==> src/hw/rtl/rmvs_pkg.sv <==
package rmvs_pkg;

   // Fixed field widths
   localparam int SAMPLE_W = 16;
   localparam int SQUARE_W = 31;
   localparam int MEAN_W   = 16;
   localparam int VAR_W    = 31;
   localparam int SD_W     = 16;
   localparam int COUNT_W  = 7;

   // Run record queue between the front and back parts (depth is a power of two)
   localparam int QUEUE_DEPTH = 2;
   localparam int QPTR_W      = $clog2(QUEUE_DEPTH);
   localparam int QCNT_W      = $clog2(QUEUE_DEPTH + 1);

   typedef struct packed {
      logic              empty;
      logic [QCNT_W-1:0] level;
   } queue_status_type;

   typedef enum logic [8:0] {
      ST_IDLE  = 9'b000000001,
      ST_DIVM  = 9'b000000010,
      ST_PREP  = 9'b000000100,
      ST_MUL   = 9'b000001000,
      ST_SUBV  = 9'b000010000,
      ST_DIVV  = 9'b000100000,
      ST_ROOTP = 9'b001000000,
      ST_ROOT  = 9'b010000000,
      ST_OUT   = 9'b100000000
   } back_state_type;

endpackage

==> src/hw/rtl/rmvs_queue.sv <==
module rmvs_queue #(
   parameter int WIDTH = 8
) (
   input  logic                       clock,
   input  logic                       reset,
   input  logic                       push,
   input  logic [WIDTH-1:0]           push_data,
   input  logic                       pop,
   output logic [WIDTH-1:0]           pop_data,
   output rmvs_pkg::queue_status_type status
);
   import rmvs_pkg::*;

   logic [WIDTH-1:0]  mem_ff [QUEUE_DEPTH];
   logic [QPTR_W-1:0] wr_ptr_ff, wr_ptr_in;
   logic [QPTR_W-1:0] rd_ptr_ff, rd_ptr_in;
   logic [QCNT_W-1:0] level_ff, level_in;

   always_comb begin
      wr_ptr_in = push ? wr_ptr_ff + QPTR_W'(1) : wr_ptr_ff;
      rd_ptr_in = pop ? rd_ptr_ff + QPTR_W'(1) : rd_ptr_ff;
      case ({push, pop})
         2'b10:   level_in = level_ff + QCNT_W'(1);
         2'b01:   level_in = level_ff - QCNT_W'(1);
         default: level_in = level_ff;
      endcase
      pop_data     = mem_ff[rd_ptr_ff];
      status.empty = (level_ff == '0);
      status.level = level_ff;
   end

   always_ff @(posedge clock) begin
      if (reset) begin
         wr_ptr_ff <= '0;
         rd_ptr_ff <= '0;
         level_ff  <= '0;
      end else begin
         wr_ptr_ff <= wr_ptr_in;
         rd_ptr_ff <= rd_ptr_in;
         level_ff  <= level_in;
      end
   end

   always_ff @(posedge clock) begin
      if (push) begin
         mem_ff[wr_ptr_ff] <= push_data;
      end
   end

endmodule

==> src/hw/rtl/rmvs_front.sv <==
module rmvs_front #(
   parameter int MAX_SAMPLES = 64,
   localparam int CW = $clog2(MAX_SAMPLES + 1),
   localparam int REC_W = 3 * CW + rmvs_pkg::SAMPLE_W + rmvs_pkg::SQUARE_W
) (
   input  logic                                clock,
   input  logic                                reset,
   input  logic signed [rmvs_pkg::SAMPLE_W-1:0] req_sample,
   input  logic                                req_last,
   input  logic                                req_push,
   output logic                                req_full,
   input  rmvs_pkg::queue_status_type          q_status,
   output logic                                q_push,
   output logic [REC_W-1:0]                    q_data
);
   import rmvs_pkg::*;

   localparam int SW = SAMPLE_W + CW;
   localparam int QW = SQUARE_W + CW - 1;
   localparam logic [CW-1:0] MAX_C = CW'(MAX_SAMPLES);

   logic                       accept;
   logic                       keep;
   logic [CW-1:0]              cnt_next;
   logic                       drop_next;
   logic signed [2*SAMPLE_W-1:0] square_full;
   logic [CW-1:0]              cnt_ff, cnt_in;
   logic                       drop_ff, drop_in;

   // sample stage: square and admission decision
   logic                       s1_valid_ff;
   logic                       s1_keep_ff;
   logic                       s1_last_ff;
   logic signed [SAMPLE_W-1:0] s1_sample_ff;
   logic [SQUARE_W-1:0]        s1_square_ff;
   logic [CW-1:0]              s1_count_ff;
   logic                       s1_drop_ff;

   // accumulate stage
   logic signed [SW-1:0]       sum_ff, sum_in, sum_add, sum_next;
   logic [QW-1:0]              sumsq_ff, sumsq_in, sumsq_add, sumsq_next;
   logic                       pend;
   logic [QCNT_W:0]            occupancy;

   always_comb begin
      accept      = req_push & ~req_full;
      keep        = (cnt_ff < MAX_C);
      cnt_next    = keep ? cnt_ff + CW'(1) : cnt_ff;
      drop_next   = drop_ff | ~keep;
      square_full = req_sample * req_sample;
      cnt_in      = cnt_ff;
      drop_in     = drop_ff;
      if (accept) begin
         if (req_last) begin
            cnt_in  = '0;
            drop_in = 1'b0;
         end else begin
            cnt_in  = cnt_next;
            drop_in = drop_next;
         end
      end
   end

   always_comb begin
      sum_add    = s1_keep_ff ? SW'(s1_sample_ff) : '0;
      sumsq_add  = s1_keep_ff ? QW'(s1_square_ff) : '0;
      sum_next   = sum_ff + sum_add;
      sumsq_next = sumsq_ff + sumsq_add;
      sum_in     = sum_ff;
      sumsq_in   = sumsq_ff;
      if (s1_valid_ff) begin
         sum_in   = s1_last_ff ? '0 : sum_next;
         sumsq_in = s1_last_ff ? '0 : sumsq_next;
      end
      q_push = s1_valid_ff & s1_last_ff;
      q_data = {sum_next, sumsq_next, s1_count_ff, s1_drop_ff};
      // reserve a queue slot for a run end still in the sample stage
      pend      = s1_valid_ff & s1_last_ff;
      occupancy = (QCNT_W + 1)'(q_status.level) + (QCNT_W + 1)'(pend);
      req_full  = (occupancy >= (QCNT_W + 1)'(QUEUE_DEPTH));
   end

   always_ff @(posedge clock) begin
      if (reset) begin
         cnt_ff      <= '0;
         drop_ff     <= 1'b0;
         s1_valid_ff <= 1'b0;
         sum_ff      <= '0;
         sumsq_ff    <= '0;
      end else begin
         cnt_ff      <= cnt_in;
         drop_ff     <= drop_in;
         s1_valid_ff <= accept;
         sum_ff      <= sum_in;
         sumsq_ff    <= sumsq_in;
      end
   end

   always_ff @(posedge clock) begin
      if (accept) begin
         s1_keep_ff   <= keep;
         s1_last_ff   <= req_last;
         s1_sample_ff <= req_sample;
         s1_square_ff <= square_full[SQUARE_W-1:0];
         s1_count_ff  <= cnt_next;
         s1_drop_ff   <= drop_next;
      end
   end

endmodule

==> src/hw/rtl/rmvs_back.sv <==
module rmvs_back #(
   parameter int MAX_SAMPLES = 64,
   localparam int CW = $clog2(MAX_SAMPLES + 1),
   localparam int REC_W = 3 * CW + rmvs_pkg::SAMPLE_W + rmvs_pkg::SQUARE_W
) (
   input  logic                                clock,
   input  logic                                reset,
   input  rmvs_pkg::queue_status_type          q_status,
   input  logic [REC_W-1:0]                    q_data,
   output logic                                q_pop,
   input  logic                                rsp_pop,
   output logic                                rsp_empty,
   output logic signed [rmvs_pkg::MEAN_W-1:0]  rsp_mean,
   output logic [rmvs_pkg::VAR_W-1:0]          rsp_variance,
   output logic [rmvs_pkg::SD_W-1:0]           rsp_std_dev,
   output logic [rmvs_pkg::COUNT_W-1:0]        rsp_sample_count,
   output logic                                rsp_overflowed
);
   import rmvs_pkg::*;

   localparam int SW     = SAMPLE_W + CW;
   localparam int QW     = SQUARE_W + CW - 1;
   localparam int MAGW   = SW - 1;
   localparam int NW     = 2 * MAGW;
   localparam int DW     = 2 * CW;
   localparam int STEP_W = $clog2(NW);
   localparam int SRW    = SD_W + 2;

   back_state_type state_ff, state_in;
   logic [STEP_W-1:0] step_ff, step_in;
   logic              last_step;

   // run record fields at the queue head
   logic signed [SW-1:0] rec_sum;
   logic [SW-1:0]        rec_abs;
   logic [QW-1:0]        rec_sumsq;
   logic [CW-1:0]        rec_cnt;
   logic                 rec_drop;

   logic              neg_ff;
   logic [MAGW-1:0]   mag_ff;
   logic [QW-1:0]     sumsq_ff;
   logic [CW-1:0]     n_ff;
   logic              drop_ff;
   logic [MEAN_W-1:0] mean_ff;
   logic [VAR_W-1:0]  var_ff;

   // shared restoring divider
   logic [NW-1:0] num_ff;
   logic [DW-1:0] rem_ff;
   logic [DW-1:0] div_ff;
   logic [DW:0]   div_trial, div_diff;
   logic          div_ge;

   // shift-add multiplier for count times sum of squares
   logic [NW-1:0] acc_ff, mcand_ff, b_ff;
   logic [CW-1:0] mplier_ff;

   // digit-by-digit square root
   logic [2*SD_W-1:0] sv_ff;
   logic [SRW-1:0]    srem_ff;
   logic [SD_W-1:0]   root_ff;
   logic [SRW-1:0]    sq_trial, sq_sub;
   logic              sq_ge;

   logic                out_valid_ff, out_valid_in;
   logic                out_free;
   logic [CW+COUNT_W-1:0] n_wide;
   logic [MEAN_W-1:0]   out_mean_ff;
   logic [VAR_W-1:0]    out_var_ff;
   logic [SD_W-1:0]     out_sd_ff;
   logic [COUNT_W-1:0]  out_cnt_ff;
   logic                out_drop_ff;

   always_comb begin
      rec_sum   = q_data[REC_W-1 -: SW];
      rec_sumsq = q_data[CW+1 +: QW];
      rec_cnt   = q_data[1 +: CW];
      rec_drop  = q_data[0];
      rec_abs   = rec_sum[SW-1] ? -rec_sum : rec_sum;

      div_trial = {rem_ff, num_ff[NW-1]};
      div_ge    = (div_trial >= {1'b0, div_ff});
      div_diff  = div_trial - {1'b0, div_ff};

      sq_trial = {srem_ff[SD_W-1:0], sv_ff[2*SD_W-1 -: 2]};
      sq_sub   = {root_ff, 2'b01};
      sq_ge    = (sq_trial >= sq_sub);

      n_wide    = {{COUNT_W{1'b0}}, n_ff};
      last_step = (step_ff == '0);
      out_free  = ~out_valid_ff | rsp_pop;
      q_pop     = (state_ff == ST_IDLE) & ~q_status.empty;
   end

   always_comb begin
      state_in = state_ff;
      step_in  = last_step ? step_ff : step_ff - STEP_W'(1);
      unique case (state_ff)
         ST_IDLE: begin
            step_in = STEP_W'(NW - 1);
            if (!q_status.empty) state_in = ST_DIVM;
         end
         ST_DIVM: begin
            if (last_step) state_in = ST_PREP;
         end
         ST_PREP: begin
            step_in  = STEP_W'(CW - 1);
            state_in = ST_MUL;
         end
         ST_MUL: begin
            if (last_step) state_in = ST_SUBV;
         end
         ST_SUBV: begin
            step_in  = STEP_W'(NW - 1);
            state_in = ST_DIVV;
         end
         ST_DIVV: begin
            if (last_step) state_in = ST_ROOTP;
         end
         ST_ROOTP: begin
            step_in  = STEP_W'(SD_W - 1);
            state_in = ST_ROOT;
         end
         ST_ROOT: begin
            if (last_step) state_in = ST_OUT;
         end
         ST_OUT: begin
            if (out_free) state_in = ST_IDLE;
         end
         default: state_in = ST_IDLE;
      endcase

      out_valid_in = out_valid_ff;
      if (rsp_pop) out_valid_in = 1'b0;
      if ((state_ff == ST_OUT) && out_free) out_valid_in = 1'b1;
   end

   always_ff @(posedge clock) begin
      if (reset) begin
         state_ff     <= ST_IDLE;
         out_valid_ff <= 1'b0;
      end else begin
         state_ff     <= state_in;
         out_valid_ff <= out_valid_in;
      end
   end

   always_ff @(posedge clock) begin
      step_ff <= step_in;
      case (state_ff) inside
         ST_IDLE: begin
            neg_ff   <= rec_sum[SW-1];
            mag_ff   <= rec_abs[MAGW-1:0];
            sumsq_ff <= rec_sumsq;
            n_ff     <= rec_cnt;
            drop_ff  <= rec_drop;
            num_ff   <= NW'(rec_abs[MAGW-1:0]);
            rem_ff   <= '0;
            div_ff   <= DW'(rec_cnt);
         end
         ST_DIVM, ST_DIVV: begin
            num_ff <= {num_ff[NW-2:0], div_ge};
            rem_ff <= div_ge ? div_diff[DW-1:0] : div_trial[DW-1:0];
         end
         ST_PREP: begin
            mean_ff   <= neg_ff ? -num_ff[MEAN_W-1:0] : num_ff[MEAN_W-1:0];
            acc_ff    <= '0;
            mcand_ff  <= NW'(sumsq_ff);
            mplier_ff <= n_ff;
            b_ff      <= mag_ff * mag_ff;
            div_ff    <= n_ff * n_ff;
         end
         ST_MUL: begin
            if (mplier_ff[0]) acc_ff <= acc_ff + mcand_ff;
            mcand_ff  <= {mcand_ff[NW-2:0], 1'b0};
            mplier_ff <= mplier_ff >> 1;
         end
         ST_SUBV: begin
            // clamp at zero
            num_ff <= (acc_ff > b_ff) ? acc_ff - b_ff : '0;
            rem_ff <= '0;
         end
         ST_ROOTP: begin
            var_ff  <= num_ff[VAR_W-1:0];
            sv_ff   <= (2 * SD_W)'(num_ff[VAR_W-1:0]);
            srem_ff <= '0;
            root_ff <= '0;
         end
         ST_ROOT: begin
            srem_ff <= sq_ge ? sq_trial - sq_sub : sq_trial;
            root_ff <= {root_ff[SD_W-2:0], sq_ge};
            sv_ff   <= {sv_ff[2*SD_W-3:0], 2'b00};
         end
         default: begin
         end
      endcase
      if ((state_ff == ST_OUT) && out_free) begin
         out_mean_ff <= mean_ff;
         out_var_ff  <= var_ff;
         out_sd_ff   <= root_ff;
         out_cnt_ff  <= n_wide[COUNT_W-1:0];
         out_drop_ff <= drop_ff;
      end
   end

   assign rsp_empty        = ~out_valid_ff;
   assign rsp_mean         = out_mean_ff;
   assign rsp_variance     = out_var_ff;
   assign rsp_std_dev      = out_sd_ff;
   assign rsp_sample_count = out_cnt_ff;
   assign rsp_overflowed   = out_drop_ff;

   a_pop_only_idle: assert property (@(posedge clock) disable iff (reset)
      q_pop |=> (state_ff == ST_DIVM))
      else $error("queue pop did not start a run");

   a_out_hold: assert property (@(posedge clock) disable iff (reset)
      (state_ff == ST_OUT) && !out_free |=> (state_ff == ST_OUT) && out_valid_ff)
      else $error("finished run left while result register busy");

   a_sd_bound: assert property (@(posedge clock) disable iff (reset)
      out_valid_ff |-> (out_sd_ff <= SD_W'(32768)))
      else $error("standard deviation above range");

endmodule

==> src/hw/rtl/run_mean_variance_stddev_unit.sv <==
// Channel   Ports                                         Direction
// req       req_push, req_full, req_sample, req_last      in  (queue write side)
// rsp       rsp_empty, rsp_pop, rsp_mean, rsp_variance,   out (queue read side)
//           rsp_std_dev, rsp_sample_count, rsp_overflowed
//
// One sample is taken every cycle while req_full is low; a two-stage front (square,
// accumulate) sums each run. A finished run waits in a two-entry queue; the back part
// takes one run at a time through the serial divider for the mean, the shift-add
// multiplier, the divider again for the variance and the 16-step square root.
// req_full rises while the queue and the run end in flight fill every slot.
// Synchronous reset clears the front accumulators, counters, queue and the result valid flag.
module run_mean_variance_stddev_unit #(
   parameter int MAX_SAMPLES = 64
) (
   input  logic                                 clock,
   input  logic                                 reset,
   input  logic                                 req_push,
   output logic                                 req_full,
   input  logic signed [rmvs_pkg::SAMPLE_W-1:0] req_sample,
   input  logic                                 req_last,
   output logic                                 rsp_empty,
   input  logic                                 rsp_pop,
   output logic signed [rmvs_pkg::MEAN_W-1:0]   rsp_mean,
   output logic [rmvs_pkg::VAR_W-1:0]           rsp_variance,
   output logic [rmvs_pkg::SD_W-1:0]            rsp_std_dev,
   output logic [rmvs_pkg::COUNT_W-1:0]         rsp_sample_count,
   output logic                                 rsp_overflowed
);
   import rmvs_pkg::*;

   localparam int CW    = $clog2(MAX_SAMPLES + 1);
   localparam int REC_W = 3 * CW + SAMPLE_W + SQUARE_W;

   queue_status_type q_status;
   logic             q_push;
   logic             q_pop;
   logic [REC_W-1:0] q_wdata;
   logic [REC_W-1:0] q_rdata;

   rmvs_front #(
      .MAX_SAMPLES(MAX_SAMPLES)
   ) u_front (
      .clock     (clock),
      .reset     (reset),
      .req_sample(req_sample),
      .req_last  (req_last),
      .req_push  (req_push),
      .req_full  (req_full),
      .q_status  (q_status),
      .q_push    (q_push),
      .q_data    (q_wdata)
   );

   rmvs_queue #(
      .WIDTH(REC_W)
   ) u_queue (
      .clock    (clock),
      .reset    (reset),
      .push     (q_push),
      .push_data(q_wdata),
      .pop      (q_pop),
      .pop_data (q_rdata),
      .status   (q_status)
   );

   rmvs_back #(
      .MAX_SAMPLES(MAX_SAMPLES)
   ) u_back (
      .clock           (clock),
      .reset           (reset),
      .q_status        (q_status),
      .q_data          (q_rdata),
      .q_pop           (q_pop),
      .rsp_pop         (rsp_pop),
      .rsp_empty       (rsp_empty),
      .rsp_mean        (rsp_mean),
      .rsp_variance    (rsp_variance),
      .rsp_std_dev     (rsp_std_dev),
      .rsp_sample_count(rsp_sample_count),
      .rsp_overflowed  (rsp_overflowed)
   );

   a_no_push_full: assert property (@(posedge clock) disable iff (reset)
      q_push |-> (q_status.level != QCNT_W'(QUEUE_DEPTH)))
      else $error("run record pushed into a full queue");

   a_no_pop_empty: assert property (@(posedge clock) disable iff (reset)
      q_pop |-> !q_status.empty)
      else $error("run record popped from an empty queue");

   a_var_bound: assert property (@(posedge clock) disable iff (reset)
      !rsp_empty |-> (rsp_variance <= VAR_W'(1073741824)))
      else $error("variance above range");

endmodule
==> config.mk <==
export PLATFORM = sky130hd
export DESIGN_NAME = run_mean_variance_stddev_unit
export DESIGN_NICKNAME = d
export VERILOG_FILES = /design/src/hw/rtl/rmvs_pkg.sv /design/src/hw/rtl/rmvs_queue.sv /design/src/hw/rtl/rmvs_front.sv /design/src/hw/rtl/rmvs_back.sv /design/src/hw/rtl/run_mean_variance_stddev_unit.sv
export SDC_FILE = /design/constraint.sdc
export NUM_CORES = 2
export LEC_CHECK = 0
export BUFFER_PORTS_ARGS = -buffer_cell sky130_fd_sc_hd__buf_2
export CAP_MARGIN = 0
export CORE_MARGIN = 2
export CORE_UTILIZATION = 34
export DETAILED_ROUTE_END_ITERATION = 7
export PLACE_DENSITY = 0.47
export SYNTH_ARGS = -nofsm -noshare
export SYNTH_HDL_FRONTEND = slang
export SYNTH_SLANG_ARGS = --single-unit
==> constraint.sdc <==
create_clock -name clock -period 10.2 [get_ports clock]
set_clock_uncertainty 0.1 [all_clocks]
set_input_delay 2.55 -clock clock [delete_from_list [all_inputs] [get_ports clock]]
set_output_delay 2.55 -clock clock [all_outputs]
set_load 0.02 [all_outputs]
# Word level (Yosys, flattened, before mapping)
# Memory sizes are Yosys's and may differ from the RTL's. A register that Yosys moved wholly into a read port is not among the register bits.
# Cells that the tools add are included.
[totals]
mem_count = 1
out_inout_bits = 73
wordCells = 177
ramBits = 136
inputBits = 21
regBits = 607
[memory_table]
columns = ["memory", "depth", "width", "read_ports", "rd_ports_with_merged_regs", "wr", "line_no", "rtl"]
rows = [
  ["u_queue.mem_ff", 2, 68, 1, 1, 1, "rmvs_queue.sv:14", "logic [WIDTH-1:0] mem_ff [QUEUE_DEPTH];"],
]
[op_classes]
reduce_logical = 23
n_eq_ne = 23
n_mux = 50
bitwise_logic = 14
mul = 3
n_lt_le_gt_ge = 5
add_sub_neg = 15
[op_table]
columns = ["op", "count"]
rows = [
  ["44-bit 2-to-1 mux", 8],
  ["9-bit one-hot mux with 9 select lines", 1],
  ["37-bit 2-to-1 mux", 2],
  ["14-bit 2-to-1 mux", 5],
  ["16-bit 2-to-1 mux", 4],
  ["31-bit 2-to-1 mux", 2],
  ["9-bit 2-to-1 mux", 6],
  ["7-bit 2-to-1 mux", 7],
  ["23-bit 2-to-1 mux", 2],
  ["44-bit adder", 1],
  ["44-bit > comparator", 1],
  ["22-bit by 22-bit multiplier with 44-bit output", 1],
  ["22-bit 2-to-1 mux", 2],
  ["44-bit subtractor", 1],
  ["37-bit adder", 1],
  ["32-bit 2-to-1 mux", 1],
  ["16-bit by 16-bit multiplier with 31-bit output", 1],
  ["23-bit adder", 1],
  ["22-bit negation", 1],
  ["18-bit >= comparator", 1],
  ["6-bit one-hot mux with 3 select lines", 1],
  ["6-bit AND reduction", 3],
  ["16-bit negation", 1],
  ["16-bit subtractor", 1],
  ["41 further kinds", 78],
]

# Logic depth before layout (Yosys ltp)
[depth]
depth_word = 7
ltp_mapped = 28
mapped_depth_nobuf = 26

# Cells and area by module
# A second synthesis with hierarchy kept.
[unflattened]
hier_cells = 5895
hier_area_um2 = 60379.2
[by_module_without_submodules]
columns = ["module", "area_per_inst_um2", "seq_area_each_um2", "instances", "cells_each"]
rows = [
  ["rmvs_back", 38887.3, 13763.2, 1, 3841],
  ["rmvs_front", 16387.0, 3032.9, 1, 1821],
  ["rmvs_queue", 5104.9, 4184.0, 1, 233],
]

# Worst setup path after synthesis
# OpenSTA, ideal clock, no wires.
[synth_path]
path_type = "input port to flip-flop"
start = "input port req_sample[15] (netlist bit)"
end = "register u_front.s1_square_ff[29], data pin"
arrival_ns = 8.140
setup_slack_ns = 1.702
setup_ns = 0.258
n_path_buf = 2
t_required_ns = 9.842
path_stages = 23
path_cell_list = "clkbuf_1 > clkbuf_1 > nand2_1 > inv_1 > fa_1 > fa_1 > inv_1 > fa_1 > fa_1 > fa_1 > inv_1 > fa_1 > ha_1 > a21o_1 > a21o_1 > a21oi_1 > o31a_1 > a41oi_1 > a21oi_1 > a211oi_1 > a31o_2 > a21oi_1 > xnor2_1"
[synth_via]
elab_chain_cells = 1
[synth_lines]
columns = ["item", "line_no", "rtl"]
rows = [
  ["start, declared", "run_mean_variance_stddev_unit.sv:19", "input logic signed [rmvs_pkg::SAMPLE_W-1:0] req_sample,"],
  ["16-bit by 16-bit multiplier with 31-bit output", "rmvs_front.sv:50", "square_full = req_sample * req_sample;"],
  ["via u_front.square_full[29]", "rmvs_front.sv:26", "logic signed [2*SAMPLE_W-1:0] square_full;"],
  ["end signal, assigned", "rmvs_front.sv:104", "s1_square_ff <= square_full[SQUARE_W-1:0];"],
  ["end, declared", "rmvs_front.sv:35", "logic [SQUARE_W-1:0] s1_square_ff;"],
]
# The timed path passes the listed nets, and every way through them passes these cells.
# A chain may end at the register's enable or synchronous reset.

# Worst setup path after layout
[layout_path]
start = "register u_back.mag_ff[8]"
end = "register u_back.b_ff[37], data pin"
[layout_via]
elab_chain_cells = 1
[layout_lines]
columns = ["item", "line_no", "rtl"]
rows = [
  ["start, declared", "rmvs_back.sv:41", "logic [MAGW-1:0] mag_ff;"],
  ["start signal, assigned", "rmvs_back.sv:154", "mag_ff <= rec_abs[MAGW-1:0];"],
  ["22-bit by 22-bit multiplier with 44-bit output", "rmvs_back.sv:171", "b_ff <= mag_ff * mag_ff;"],
  ["end signal, assigned", "rmvs_back.sv:171", ""],
  ["end, declared", "rmvs_back.sv:56", "logic [NW-1:0] acc_ff, mcand_ff, b_ff;"],
]
# Every way passes these cells.

==> results summary <==
The run finished with clean final reports. The initial detailed-routing violation count is around 2,200. By area, the combinational part of the netlist is dominated by adder cells.

Adding up every negative setup slack in the final design gives 0 ns. The total global routing track utilization is 16.6%. The data arrival time at the worst-slack endpoint came out at 9.00 ns. The endpoint with the worst hold slack is u_back.rsp_mean[8]. The number of instances in the synthesized netlist is about 5,700. The largest net degree at the start of global routing is 65. The sequential cell area is about 21,000 um^2. Clock tree synthesis selected as its root buffer the cell sky130_fd_sc_hd__clkbuf_16. The first global-routing pass estimated around 230,000 um of wire.

The cell depth of the worst min-delay path is 0. The synthesized flop and latch total is between 700 and 800. The initial utilization of the core area, before any placement, comes to between 30% and 40%. The number of antenna cells inserted came out at 0. The total of cells resized after clock tree synthesis is 0. TritonCTS built the clock tree. The maximum fanout along the worst path is 8. The total number of vias is about 39,000. STA classifies the critical path startpoint as a register. The initial antenna violation count came out at 2. The clock-pin slew reported for the worst setup and hold paths after clock tree synthesis is 0.08 ns.

The average detailed-routed wire length per instance came out at around 18 um. The portion of the post-synthesis area used by sequential elements is between 30% and 40%. The length in cells of the worst reg-to-reg path is 22. During I/O placement, the number of pins put on the boundary was 94. The measured slew at the worst slew-check pin is approximately 1.1 ns. The adder and majority cell fraction of the synthesized area came out at about 30%. The clock net sink count is between 700 and 800. The worst slack after detailed placement came out at between 0.9 and 1 ns. The final worst-path cycle share is 85.1%. The synthesized netlist net count is between 6,000 and 7,000. The busiest metal layer after global routing is met2. The synthesized-area fraction occupied by and/or/nand/nor cells came out at between 10% and 20%.

The global routing usage on met2 is between 20% and 30%. The half-perimeter wire length of the detailed placement result came out at 112,000 um. The area of the die came out at around 180,000 um^2. The number of iterations in the first detailed-routing pass came out at 5. The async set or reset register ratio after synthesis is 0%. The number of hold buffers added after cts came out at 0. The multiplexer share of the synthesized area is ~1.4%. The synthesized cell area is between 50,000 and 60,000 um^2. The clock insertion delay at the later pin of the skew report is around 0.7 ns. The max-slew violation count is 0. The area used by multi-input combinational logic is 34,100 um^2. STA classifies the critical path endpoint as a register.

The count of flip-flops with a built-in enable after synthesis came out at slightly above 600. Among all flip-flop cells after synthesis, the most frequent one is sky130_fd_sc_hd__edfxtp_1. Summing the areas of all compound-gate instances in the mapped netlist gives 9.70% of the synthesized area. Global routing finished with a remaining overflow of 0. Fill cells in the final layout number about 17,000. The area added between synthesis and finish came out at 10.1%. For met1 alone, demand over resource in global routing was about a quarter. The finished cells cover 65,300 um^2. The count of final setup violators is 0. The number of warnings printed during yosys synthesis is 0. The total of buffers placed on input and output ports is between 90 and 100. The die is ~420 um wide. The final period demand of the worst path came out at 8.68 ns. The post-detailed-route count of antenna-violating nets came out at 0. The number of global-route vias before repair was about 40,000. The worst register-to-register path begins at u_back.mag_ff[8]. The destination of the worst register-to-register timing path is u_back.b_ff[37]. The max-slew headroom at the worst pin came out at about 28%. In this run the worst hold path is classified as reg2reg. The post-synthesis area per instance came out at between 10 and 15 um^2. The max-capacitance violation count is 0. Derived from the worst setup path, the maximum achievable clock frequency is approximately 0.12 GHz. The maximum number of buffers from clock root to sink is 3. The worst setup slack after layout is approximately 1.5 ns.

The final net count came out at just under 7,000. For this run, design rule violations remaining after detail routing come to 0. The worst setup path is of the reg2reg kind. Final hold analysis gives a worst-case slack of 0.292 ns. The area inside the core boundary is approximately 170,000 um^2. In this run the most critical hold path is launched from u_back.mean_ff[8]. The die height came out at 422 um. Dividing the detail-routed via count by the number of cells gives approximately 4.8. The final layout contains routed wiring with a total length of about 150,000 um. The synthesized-area fraction occupied by xor and xnor cells came out at 4.46%. The netlist uses 94 different library cells. The cell area after placement is approximately 62,000 um^2. The standard-cell row count came out at roughly 150.

CTS built an H-tree with a depth of 3. The global routing usage on met3 is slightly above 2%. The number of post-CTS setup repair buffers is 0. Across all register-to-register paths, the minimum setup slack is roughly 1.5 ns. At the worst endpoint, the required time is around 11 ns. The post-route netlist has about 6.8% of its cells at a drive strength greater than 1. The hold violation total from the final report is 0. The weighted congestion at the end of routability-driven global placement is approximately 0.84. Setup repair after global routing left no endpoint under its margin.

The TritonCTS buffer count came out at between 80 and 90.
==> registers in the layout, summed over array words and instances (netlist names), 16 cells and up, named ones only <==
signal / flops
u_back.acc_ff: 44
u_back.b_ff: 43
u_back.mag_ff: 22
u_back.mcand_ff: 44
u_back.mean_ff: 16
u_back.num_ff: 44
u_back.root_ff: 16
u_back.rsp_mean: 16
u_back.rsp_std_dev: 16
u_back.rsp_variance: 31
u_back.srem_ff: 16
u_back.sumsq_ff: 37
u_back.sv_ff: 32
u_back.var_ff: 31
u_front.s1_square_ff: 30
u_front.sum_ff: 23
u_front.sumsq_ff: 37
u_queue.mem_ff: 136
==> cell usage after synthesis (all sizes together), types with 6 or more instances <==
master	count	share of area, %
nor3	62	0.52
xor2	99	1.5
o31ai	20	0.26
o21ai	190	1.6
and2	228	2.4
o211ai	10	0.13
buf	18	0.16
a31oi	33	0.38
or4	6	0.082
a21o	96	1.2
o21bai	30	0.38
o31a	11	0.16
nor2	327	2.1
o22ai	15	0.16
xnor2	203	3.0
clkbuf	156	1.0
nand2	608	3.8
and3	42	0.45
mux2i	23	0.39
edfxtp	614	31
nor3b	8	0.10
o21a	28	0.35
a221oi	6	0.099
a31o	9	0.13
o221ai	7	0.10
nand3	81	0.68
nand4	34	0.36
or3	21	0.23
a211oi	26	0.34
a21boi	8	0.10
nor4	13	0.14
a21oi	258	2.2
mux2	55	1.0
and4	7	0.11
ha	451	9.5
a22oi	68	0.86
inv	943	6.0
fa	593	20
or2	17	0.18
nor2b	38	0.40
dfxtp	127	4.3
o41ai	6	0.089
nand2b	46	0.49
==> worst max-delay path: stages, from the launching register on <==
cell and delay, ns:
sky130_fd_sc_hd__edfxtp_1 0.74, sky130_fd_sc_hd__inv_1 0.42, sky130_fd_sc_hd__nor2_1 0.24, sky130_fd_sc_hd__fa_1 0.50, sky130_fd_sc_hd__fa_1 0.46, sky130_fd_sc_hd__fa_1 0.51
sky130_fd_sc_hd__fa_1 0.53, sky130_fd_sc_hd__inv_1 0.06, sky130_fd_sc_hd__fa_1 0.54, sky130_fd_sc_hd__inv_1 0.05, sky130_fd_sc_hd__fa_1 0.49, sky130_fd_sc_hd__fa_1 0.41
sky130_fd_sc_hd__ha_1 0.42, sky130_fd_sc_hd__a21o_1 0.21, sky130_fd_sc_hd__a311oi_1 0.33, sky130_fd_sc_hd__o21ai_0 0.15, sky130_fd_sc_hd__a221o_1 0.40, sky130_fd_sc_hd__o31ai_1 0.67
sky130_fd_sc_hd__a21oi_1 0.29, sky130_fd_sc_hd__nor4_1 0.49, sky130_fd_sc_hd__o31ai_1 0.13, sky130_fd_sc_hd__a21oi_1 0.19, sky130_fd_sc_hd__xnor2_1 0.08
==> worst max-delay path by stage <==
stage	endpoint	from	depth (start not counted)	slack, ns
2_1_floorplan	u_front.s1_square_ff[29]	req_sample[15]	23	1.70
3_3_place_gp	u_front.s1_square_ff[30]	req_sample[2]	25	1.09
3_5_place_dp	u_front.s1_square_ff[29]	req_sample[2]	21	0.99
4_1_cts	u_back.b_ff[37]	u_back.mag_ff[8]	22	1.54
5_1_grt	u_back.b_ff[41]	u_back.mag_ff[6]	22	1.22
6_report	u_back.b_ff[37]	u_back.mag_ff[8]	22	1.52
==> metrics by stage <==
stage | cells | util (%)
floorplan | 5729 | -
global placement | 8023 | 35.9
detailed placement | 8023 | 35.9
CTS | 8180 | 37.6
global route | 8180 | 37.6
finish | 8180 | 37.6
==> cells in the final DEF (no fill, tap or decap), types with 13 or more instances in the layout <==
master                        n
sky130_fd_sc_hd__ha_1       451
sky130_fd_sc_hd__nand2_1    606
sky130_fd_sc_hd__a21oi_1    252
sky130_fd_sc_hd__or3_1       20
sky130_fd_sc_hd__a31oi_1     31
sky130_fd_sc_hd__or2_2       17
sky130_fd_sc_hd__nor2b_1     37
sky130_fd_sc_hd__o21bai_1    30
sky130_fd_sc_hd__a22oi_1     68
sky130_fd_sc_hd__a21o_1      93
sky130_fd_sc_hd__clkbuf_16   89
sky130_fd_sc_hd__nor3_1      62
sky130_fd_sc_hd__dfxtp_1    126
sky130_fd_sc_hd__a211oi_1    25
sky130_fd_sc_hd__nand2b_1    46
sky130_fd_sc_hd__xor2_1      99
sky130_fd_sc_hd__nand4_1     34
sky130_fd_sc_hd__buf_2       93
sky130_fd_sc_hd__buf_4       50
sky130_fd_sc_hd__clkinv_2    15
sky130_fd_sc_hd__mux2i_1     23
sky130_fd_sc_hd__o21a_1      28
sky130_fd_sc_hd__o22ai_1     15
sky130_fd_sc_hd__nor4_1      13
sky130_fd_sc_hd__nor2_1     325
sky130_fd_sc_hd__xnor2_1    203
sky130_fd_sc_hd__inv_1      940
sky130_fd_sc_hd__nand3_1     81
sky130_fd_sc_hd__and2_1     227
sky130_fd_sc_hd__edfxtp_1   614
sky130_fd_sc_hd__clkbuf_1    21
sky130_fd_sc_hd__fa_1       593
sky130_fd_sc_hd__mux2_2      55
sky130_fd_sc_hd__o31ai_1     19
sky130_fd_sc_hd__and3_1      38
sky130_fd_sc_hd__o21ai_0    179
==> logic make-up (layout without fill, tap and decap cells) <==
family / count (synthesis) / count (layout)
adders and majority gates: 1045 / 1045
AOI/OAI and AO/OA: 889 / 889
and+or+nand+nor: 1554 / 1554
buffers and inverters: 1120 / 1246
muxes: 78 / 78
DFF: 741 / 741
xor gates and xnor gates: 302 / 302
==> final cells by class <==
type	count	area share, %
multi-input combinational	3868	52.3
sequential	741	32.2
inverter	946	5.45
tap	2325	4.46
clock buffer	116	3.66
timing repair buffer	143	1.29
clock inverter	41	0.702
==> layer usage <==
layer  vias to the layer above  share of wire (%)
li1                      19195                  -
met1                     19020                 50
met2                       569                 45
met3                       168                3.0
met4                         0                2.7
met5                         -                  0
Power is left out: the tool's default activity adds up to more than one toggle a clock period on the data nets, which glitch-free logic cannot reach.
